==> config.mk <==
export PLATFORM = sky130hd
export DESIGN_NAME = nmea_sentence_checksum_checker_core
export DESIGN_NICKNAME = d
export VERILOG_FILES = /design/src/nscc_pkg.sv /design/src/nmea_sentence_checksum_checker_core.sv /design/src/nscc_line_tracker.sv /design/src/nscc_out_reg.sv
export SDC_FILE = /design/constraint.sdc
export NUM_CORES = 1
export LEC_CHECK = 0
export ABC_AREA = 1
export ABC_CLOCK_PERIOD_IN_PS = 2800
export BUFFER_PORTS_ARGS = -buffer_cell sky130_fd_sc_hd__buf_4
export CORE_MARGIN = 5
export CORE_UTILIZATION = 45
export DETAILED_ROUTE_END_ITERATION = 12
export GPL_ROUTABILITY_DRIVEN = 0
export PLACE_DENSITY = 0.62
export SLEW_MARGIN = 30
export SYNTH_ARGS = -nofsm -noshare
export SYNTH_HDL_FRONTEND = slang
export SYNTH_SLANG_ARGS = --single-unit
==> constraint.sdc <==
create_clock -name clk_i -period 2.8 [get_ports clk_i]
set_input_delay 0.42 -clock clk_i [delete_from_list [all_inputs] [get_ports clk_i]]
set_output_delay 0.42 -clock clk_i [all_outputs]
set_load 0.005 [all_outputs]
==> src/nscc_pkg.sv <==
// ----------------------------------------------------------------------------
// NMEA sentence checksum checker package
// Character codes, line phase type, verdict type and the hex digit decoder
// shared by the checker modules.
// ----------------------------------------------------------------------------
package nscc_pkg;

  // Character codes that steer the line parser.
  localparam logic [7:0] CH_DOLLAR = 8'h24;
  localparam logic [7:0] CH_STAR   = 8'h2A;
  localparam logic [7:0] CH_LF     = 8'h0A;
  localparam logic [7:0] CH_NUL    = 8'h00;

  // Number of hex digits read after the delimiter.
  localparam logic [1:0] HEX_DIGITS_MAX = 2'd2;

  // Width of the packed result item on the output stream.
  localparam int unsigned OUT_TDATA_W = 24;

  // Where the parser stands within the current line.
  typedef enum logic [1:0] {
    PH_FIRST = 2'd0,
    PH_BODY  = 2'd1,
    PH_HEX   = 2'd2
  } phase_e;

  // Verdict for one line.
  typedef struct packed {
    logic [7:0] received_sum;
    logic [7:0] computed_sum;
    logic       star_found;
    logic       line_valid;
  } verdict_t;

  // Decoded hex digit: ok is clear when the character is no hex digit.
  typedef struct packed {
    logic       ok;
    logic [3:0] nibble;
  } hex_digit_t;

  // Decode one character as a hex digit of either case.
  function automatic hex_digit_t hex_decode(input logic [7:0] c);
    hex_digit_t r;
    r.ok     = 1'b0;
    r.nibble = 4'd0;
    if (c >= 8'h30 && c <= 8'h39) begin
      r.ok     = 1'b1;
      r.nibble = c[3:0];
    end else if ((c >= 8'h41 && c <= 8'h46) || (c >= 8'h61 && c <= 8'h66)) begin
      // 'A'..'F' and 'a'..'f' share the low nibble 1..6.
      r.ok     = 1'b1;
      r.nibble = c[3:0] + 4'd9;
    end
    return r;
  endfunction

endpackage

==> src/nmea_sentence_checksum_checker_core.sv <==
// Input side: a byte is registered at acceptance; its verdict, if it is a line feed,
// is loaded into the output register when the byte leaves the input register.
// Throughput: one byte per cycle unless a line feed is held; the parse state update is a single XOR/shift step.
// A line feed waits in the input register only while the output register is full.
// Reset (rst_ni low, asynchronous) empties both registers and starts a fresh line.
// ----------------------------------------------------------------------------
// NMEA sentence checksum checker core
// Checks the XOR checksum of NMEA 0183 lines received one byte per item and
// emits one verdict item for each line feed.
// ----------------------------------------------------------------------------
module nmea_sentence_checksum_checker_core (
  input  logic        clk_i,
  input  logic        rst_ni,
  input  logic        s_axis_tvalid_i,
  output logic        s_axis_tready_o,
  input  logic [7:0]  s_axis_tdata_i,   // [7:0] data_byte
  output logic        m_axis_tvalid_o,
  input  logic        m_axis_tready_i,
  output logic [nscc_pkg::OUT_TDATA_W-1:0] m_axis_tdata_o
  // m_axis_tdata_o: [0] line_valid, [1] star_found, [9:2] computed_sum,
  // [17:10] received_sum, [23:18] zero
);

  logic               in_valid_q, in_valid_d;
  logic [7:0]         in_byte_q;
  logic               in_lf;
  logic               advance;
  logic               out_free;
  nscc_pkg::verdict_t verdict;
  nscc_pkg::verdict_t out_verdict;

  // A held byte moves on unless it is a line feed facing a full output.
  assign in_lf           = (in_byte_q == nscc_pkg::CH_LF);
  assign advance         = in_valid_q && (!in_lf || out_free);
  assign s_axis_tready_o = !in_valid_q || advance;
  assign in_valid_d      = (s_axis_tvalid_i && s_axis_tready_o) || (in_valid_q && !advance);

  // Input register.
  always_ff @(posedge clk_i or negedge rst_ni) begin
    if (!rst_ni) begin
      in_valid_q <= 1'b0;
    end else begin
      in_valid_q <= in_valid_d;
    end
  end

  always_ff @(posedge clk_i) begin
    if (s_axis_tvalid_i && s_axis_tready_o) begin
      in_byte_q <= s_axis_tdata_i;
    end
  end

  nscc_line_tracker u_tracker (
    .clk_i     (clk_i),
    .rst_ni    (rst_ni),
    .step_i    (advance),
    .data_i    (in_byte_q),
    .verdict_o (verdict)
  );

  nscc_out_reg u_out (
    .clk_i     (clk_i),
    .rst_ni    (rst_ni),
    .load_i    (advance && in_lf),
    .verdict_i (verdict),
    .free_o    (out_free),
    .valid_o   (m_axis_tvalid_o),
    .ready_i   (m_axis_tready_i),
    .verdict_o (out_verdict)
  );

  // Pack the verdict item, padded to whole bytes.
  assign m_axis_tdata_o = {6'd0, out_verdict};

endmodule

==> src/nscc_line_tracker.sv <==
// ----------------------------------------------------------------------------
// NMEA line tracker
// Holds the per-line parse state, folds in one character per step and
// presents the verdict that a line feed would produce.
// ----------------------------------------------------------------------------
module nscc_line_tracker (
  input  logic               clk_i,
  input  logic               rst_ni,
  input  logic               step_i,     // consume data_i this cycle
  input  logic [7:0]         data_i,
  output nscc_pkg::verdict_t verdict_o   // verdict if data_i is a line feed
);

  nscc_pkg::phase_e     phase_q, phase_d;
  logic                 start_ok_q, start_ok_d;
  logic [7:0]           xor_sum_q, xor_sum_d;
  logic                 zero_seen_q, zero_seen_d;
  logic                 star_seen_q, star_seen_d;
  logic [7:0]           hex_value_q, hex_value_d;
  logic [1:0]           digits_q, digits_d;
  logic                 hex_stop_q, hex_stop_d;
  nscc_pkg::hex_digit_t digit;
  logic                 is_lf;

  assign is_lf = (data_i == nscc_pkg::CH_LF);
  assign digit = nscc_pkg::hex_decode(data_i);

  // Verdict from the state as it stands before the line feed.
  always_comb begin
    verdict_o.line_valid   = start_ok_q & star_seen_q & (xor_sum_q == hex_value_q);
    verdict_o.star_found   = star_seen_q;
    verdict_o.computed_sum = xor_sum_q;
    verdict_o.received_sum = hex_value_q;
  end

  // Next state of the parser.
  always_comb begin
    phase_d     = phase_q;
    start_ok_d  = start_ok_q;
    xor_sum_d   = xor_sum_q;
    zero_seen_d = zero_seen_q;
    star_seen_d = star_seen_q;
    hex_value_d = hex_value_q;
    digits_d    = digits_q;
    hex_stop_d  = hex_stop_q;
    if (is_lf) begin
      phase_d     = nscc_pkg::PH_FIRST;
      start_ok_d  = 1'b0;
      xor_sum_d   = 8'd0;
      zero_seen_d = 1'b0;
      star_seen_d = 1'b0;
      hex_value_d = 8'd0;
      digits_d    = 2'd0;
      hex_stop_d  = 1'b0;
    end else begin
      case (phase_q)
        nscc_pkg::PH_FIRST: begin
          start_ok_d = (data_i == nscc_pkg::CH_DOLLAR);
          phase_d    = nscc_pkg::PH_BODY;
        end
        nscc_pkg::PH_BODY: begin
          if (data_i == nscc_pkg::CH_STAR) begin
            star_seen_d = 1'b1;
            phase_d     = nscc_pkg::PH_HEX;
          end else if (!zero_seen_q) begin
            if (data_i == nscc_pkg::CH_NUL) begin
              zero_seen_d = 1'b1;
            end else begin
              xor_sum_d = xor_sum_q ^ data_i;
            end
          end
        end
        default: begin
          // After the delimiter: shift in hex digits until a non-digit or two digits.
          if (!hex_stop_q && digits_q < nscc_pkg::HEX_DIGITS_MAX) begin
            if (!digit.ok) begin
              hex_stop_d = 1'b1;
            end else begin
              hex_value_d = {hex_value_q[3:0], digit.nibble};
              digits_d    = digits_q + 2'd1;
            end
          end
        end
      endcase
    end
  end

  // State registers.
  always_ff @(posedge clk_i or negedge rst_ni) begin
    if (!rst_ni) begin
      phase_q     <= nscc_pkg::PH_FIRST;
      start_ok_q  <= 1'b0;
      xor_sum_q   <= 8'd0;
      zero_seen_q <= 1'b0;
      star_seen_q <= 1'b0;
      hex_value_q <= 8'd0;
      digits_q    <= 2'd0;
      hex_stop_q  <= 1'b0;
    end else if (step_i) begin
      phase_q     <= phase_d;
      start_ok_q  <= start_ok_d;
      xor_sum_q   <= xor_sum_d;
      zero_seen_q <= zero_seen_d;
      star_seen_q <= star_seen_d;
      hex_value_q <= hex_value_d;
      digits_q    <= digits_d;
      hex_stop_q  <= hex_stop_d;
    end
  end

`ifndef SYNTHESIS
  // A line feed leaves the parser at the start of a fresh line.
  a_lf_clears: assert property (@(posedge clk_i) disable iff (!rst_ni)
    (step_i && is_lf) |=> (phase_q == nscc_pkg::PH_FIRST && xor_sum_q == 8'd0 &&
                           !star_seen_q && hex_value_q == 8'd0))
    else $error("line state not cleared after line feed");

  // The delimiter flag and the after-delimiter phase go together.
  a_star_phase: assert property (@(posedge clk_i) disable iff (!rst_ni)
    star_seen_q == (phase_q == nscc_pkg::PH_HEX))
    else $error("star flag disagrees with phase");

  // Digits are only taken after the delimiter, never more than two.
  a_digits: assert property (@(posedge clk_i) disable iff (!rst_ni)
    (digits_q != 2'd0) |-> (star_seen_q && digits_q <= nscc_pkg::HEX_DIGITS_MAX))
    else $error("hex digit count out of place");
`endif

endmodule

==> src/nscc_out_reg.sv <==
// ----------------------------------------------------------------------------
// NMEA verdict output register
// Holds one verdict item for the output stream and reports whether it can
// take a new one in the current cycle.
// ----------------------------------------------------------------------------
module nscc_out_reg (
  input  logic               clk_i,
  input  logic               rst_ni,
  input  logic               load_i,     // capture verdict_i this cycle
  input  nscc_pkg::verdict_t verdict_i,
  output logic               free_o,     // a load this cycle is taken
  output logic               valid_o,
  input  logic               ready_i,
  output nscc_pkg::verdict_t verdict_o
);

  logic               valid_q, valid_d;
  nscc_pkg::verdict_t data_q;

  // The slot is free when empty or when the held item leaves now.
  assign free_o  = !valid_q || ready_i;
  assign valid_d = load_i || (valid_q && !ready_i);

  always_ff @(posedge clk_i or negedge rst_ni) begin
    if (!rst_ni) begin
      valid_q <= 1'b0;
    end else begin
      valid_q <= valid_d;
    end
  end

  // Payload needs no reset.
  always_ff @(posedge clk_i) begin
    if (load_i) begin
      data_q <= verdict_i;
    end
  end

  assign valid_o   = valid_q;
  assign verdict_o = data_q;

endmodule

==> flow_metrics.env <==
export IMPL_outcome="finished clean"
export IMPL_synthAdderAreaFrac_pct=2.339
export IMPL_ir_drop_uv=372.1
export IMPL_fin_skew_ns=0.006844
export IMPL_overflow=0
export IMPL_ys_types=30
export IMPL_hold_viol_final=0
export IMPL_grt_max_degree=27
export IMPL_fin_crit_ns=2.480
export IMPL_synth_most_common_cell="nand2_1"
export IMPL_final_core_util_pct=52.44
export IMPL_finalWirelength_um=5120
export IMPL_grt_first_pass_wirelength_um=8887
export IMPL_ys_async_sr_fraction_pct=50.00
export IMPL_syn_inst=286
export IMPL_critPathKind="register to primary output"
export IMPL_finalPower_mw=1.982
export IMPL_syn_area_sq_mm=0.002675
export IMPL_r2r_setup_slack_ns=0.63
export IMPL_synth_commonest_cells="nand2_1, nand3_1, dfrtp_1, edfxtp_1, inv_1"
export IMPL_setup_violations=0
export IMPL_num_io_pins=38
export IMPL_rsz0062_at_grt="false"
export IMPL_synth_edff_count=26
export IMPL_cts_inserted_buffers=5
export IMPL_cp_arrival_ns=2.06
export IMPL_rows=28
export IMPL_ys_seq_elements=52
export IMPL_wl_per_cell_um=12.90
export IMPL_synth_top_family_by_area="simple AND/OR/NAND/NOR gates"
export IMPL_postCtsHoldBufs=0
export IMPL_netlist_top_cells_area="edfxtp_1, dfrtp_1, nand2_1"
export IMPL_synth_top_cell_by_area="edfxtp_1"
export IMPL_vias_per_cell=4.819
export IMPL_synth_simple_area_share_pct=29.47
export IMPL_root_buffer="clkbuf_8"
export IMPL_synth_compound_area_share_pct=4.490
export IMPL_cts_setup_buffers=0
export IMPL_dr_pass1_iters=4
export IMPL_worstPathRequired_ns=2.38
export IMPL_synth_seq_area_share_pct=53.51
export IMPL_maxCapViolations=0
export IMPL_synth_top_area_share_pct=29.19
export IMPL_cts_tree="yes"
export IMPL_hold_ws_ns=0.01888
export IMPL_ant_nets=0
export IMPL_dpl_cell_area_sq_mm=0.002957
export IMPL_cts_buffer_depth=2
export IMPL_area_growth_pct=14.69
export IMPL_io_buffers=31
export IMPL_tns_ns=0
export IMPL_initial_core_util_pct=45.72
export IMPL_critPathMaxFanout=17
export IMPL_startpoint="in_byte_q[0]"
export IMPL_pre_cts_ws_ns=0.6271
export IMPL_powerDensity_mw_per_mm2=645.9
export IMPL_die_w_um=87.10
export IMPL_die_y_um=87.10
export IMPL_dieArea_sq_mm=0.007586
export IMPL_dp_final_hpwl_um=3816
export IMPL_start_kind="register"
export IMPL_nets=338
export IMPL_p_leak_nw=1.509
export IMPL_drive_gt1_share_pct=18.01
export IMPL_setup_slack_ns=0.3203
export IMPL_final_cells=397
export IMPL_worst_skew_pair_late_latency_ns=0.31
export IMPL_reg2reg_from="in_byte_q[0]"
export IMPL_drtIter0Drc=93
export IMPL_stdcell_area_sq_mm=0.003068
export IMPL_finalMaxSlewViolations=0
export IMPL_avgSynthCellArea_sq_um=9.353
export IMPL_drc_errors=0
export IMPL_synth_xor_area_share_pct=3.274
export IMPL_vias=1913
export IMPL_antenna_cells=0
export IMPL_core_sq_mm=0.005851
export IMPL_period_share_pct=88.56
export IMPL_antenna_found_initial=0
export IMPL_hold_path_class="input pin to async pin"
export IMPL_htreeDepth=2
export IMPL_post_cts_resize_count=0
export IMPL_synth_area_mux_share_pct=0
export IMPL_clkTransAtPathRegs_ns=0.10
export IMPL_clock_sinks=52
export IMPL_synth_warnings=0
export IMPL_end_kind="primary output"
export IMPL_fmax_ghz=0.4033
export IMPL_grt_pass1_vias=1839
export IMPL_place_inst=389
export IMPL_grt_usage_pct=15.02
export IMPL_synth_flop_cell="edfxtp_1"
-- state kept, by name, summed over array words and instances, names as in the netlist --
name,count
u_tracker.hex_value_q,8
u_tracker.zero_seen_q,1
u_tracker.digits_q,2
u_tracker.star_seen_q,1
u_tracker.start_ok_q,1
u_out.valid_o,1
in_byte_q,8
in_valid_q,1
u_tracker.hex_stop_q,1
u_tracker.xor_sum_q,8
u_tracker.phase_q,2
u_out.verdict_o,18
-- worst max-delay path: stages, from the launching register on --
cell and delay, ns:
edfxtp_1 0.53, inv_1 0.18, ha_1 0.23, nand3_4 0.12, nor2_8 0.34, nand3_1 0.18, buf_4 0.18
-- layout by cell type, fill, tap and decap left out --
cell	count
bufinv_16	1
edfxtp_1	26
a22o_1	1
clkinv_4	1
clkinv_1	1
inv_4	2
nor3_2	1
inv_1	26
nor2_1	24
a21oi_1	5
o21ai_1	2
xnor2_1	9
dfrtp_1	26
nand3_4	2
buf_4	32
nand3_2	1
ha_1	5
nand4_1	3
nand2_1	87
o22ai_1	2
nor2_2	2
o21bai_1	1
nor2_8	2
nand2_2	1
xor2_1	1
o21ai_0	8
clkbuf_8	5
nand2_4	4
nand3_1	29
nand3b_1	2
conb_1	6
a21oi_4	1
nor2_4	3
-- path summary, 6_finish.rpt --
| kind | end | cells after the start |
|---|---|---|
| max | s_axis_tready_o | 6 |
| min | u_tracker.digits_q[1] | 1 |
| max reg2reg | u_out.verdict_o[2] | 7 |
| min reg2reg | u_out.verdict_o[1] | 0 |
| max in group asynchronous | u_tracker.xor_sum_q[3] | 1 |
| min in group clk_i | in_byte_q[6] | 1 |
-- layout make-up --
class,instances,area (sq um)
clock buffers,5,68.82
clock inverters,3,42.54
fillers,526,2783
inverters,28,110.1
multi-input cells,202,1081
flip-flops and latches,52,1431
well taps,75,93.84
repair buffers,32,240.2
-- report_power, final --
| group | leakage (nW) | switching [mW] | internal [mW] |
|---|---|---|---|
| clock network | 0.0558 | 0.248 | 0.265 |
| logic | 0.863 | 0.248 | 0.186 |
| registers | 0.591 | 0.124 | 0.911 |
-- metal layers --
| layer | up-vias | wire length, um | GRT usage (%) |
|---|---|---|---|
| met5 | - | 0 | 0 |
| met4 | 0 | 58 | 3.766 |
| met3 | 5 | 258 | 3.311 |
| met2 | 36 | 2405 | 24.71 |
| met1 | 886 | 2398 | 20.22 |
| li1 | 986 | - | - |
-- logic make-up after synthesis --
| logic type | after synthesis |
|---|---|
| AO/OA/AOI/OAI | 20 |
| XOR/XNOR | 10 |
| adder cells (fa/ha/maj) | 5 |
| buffers and inverters | 37 |
| flip-flops | 52 |
| other | 1 |
| AND/OR/NAND/NOR | 161 |
Note: power is estimated with default switching activity, not from simulation.
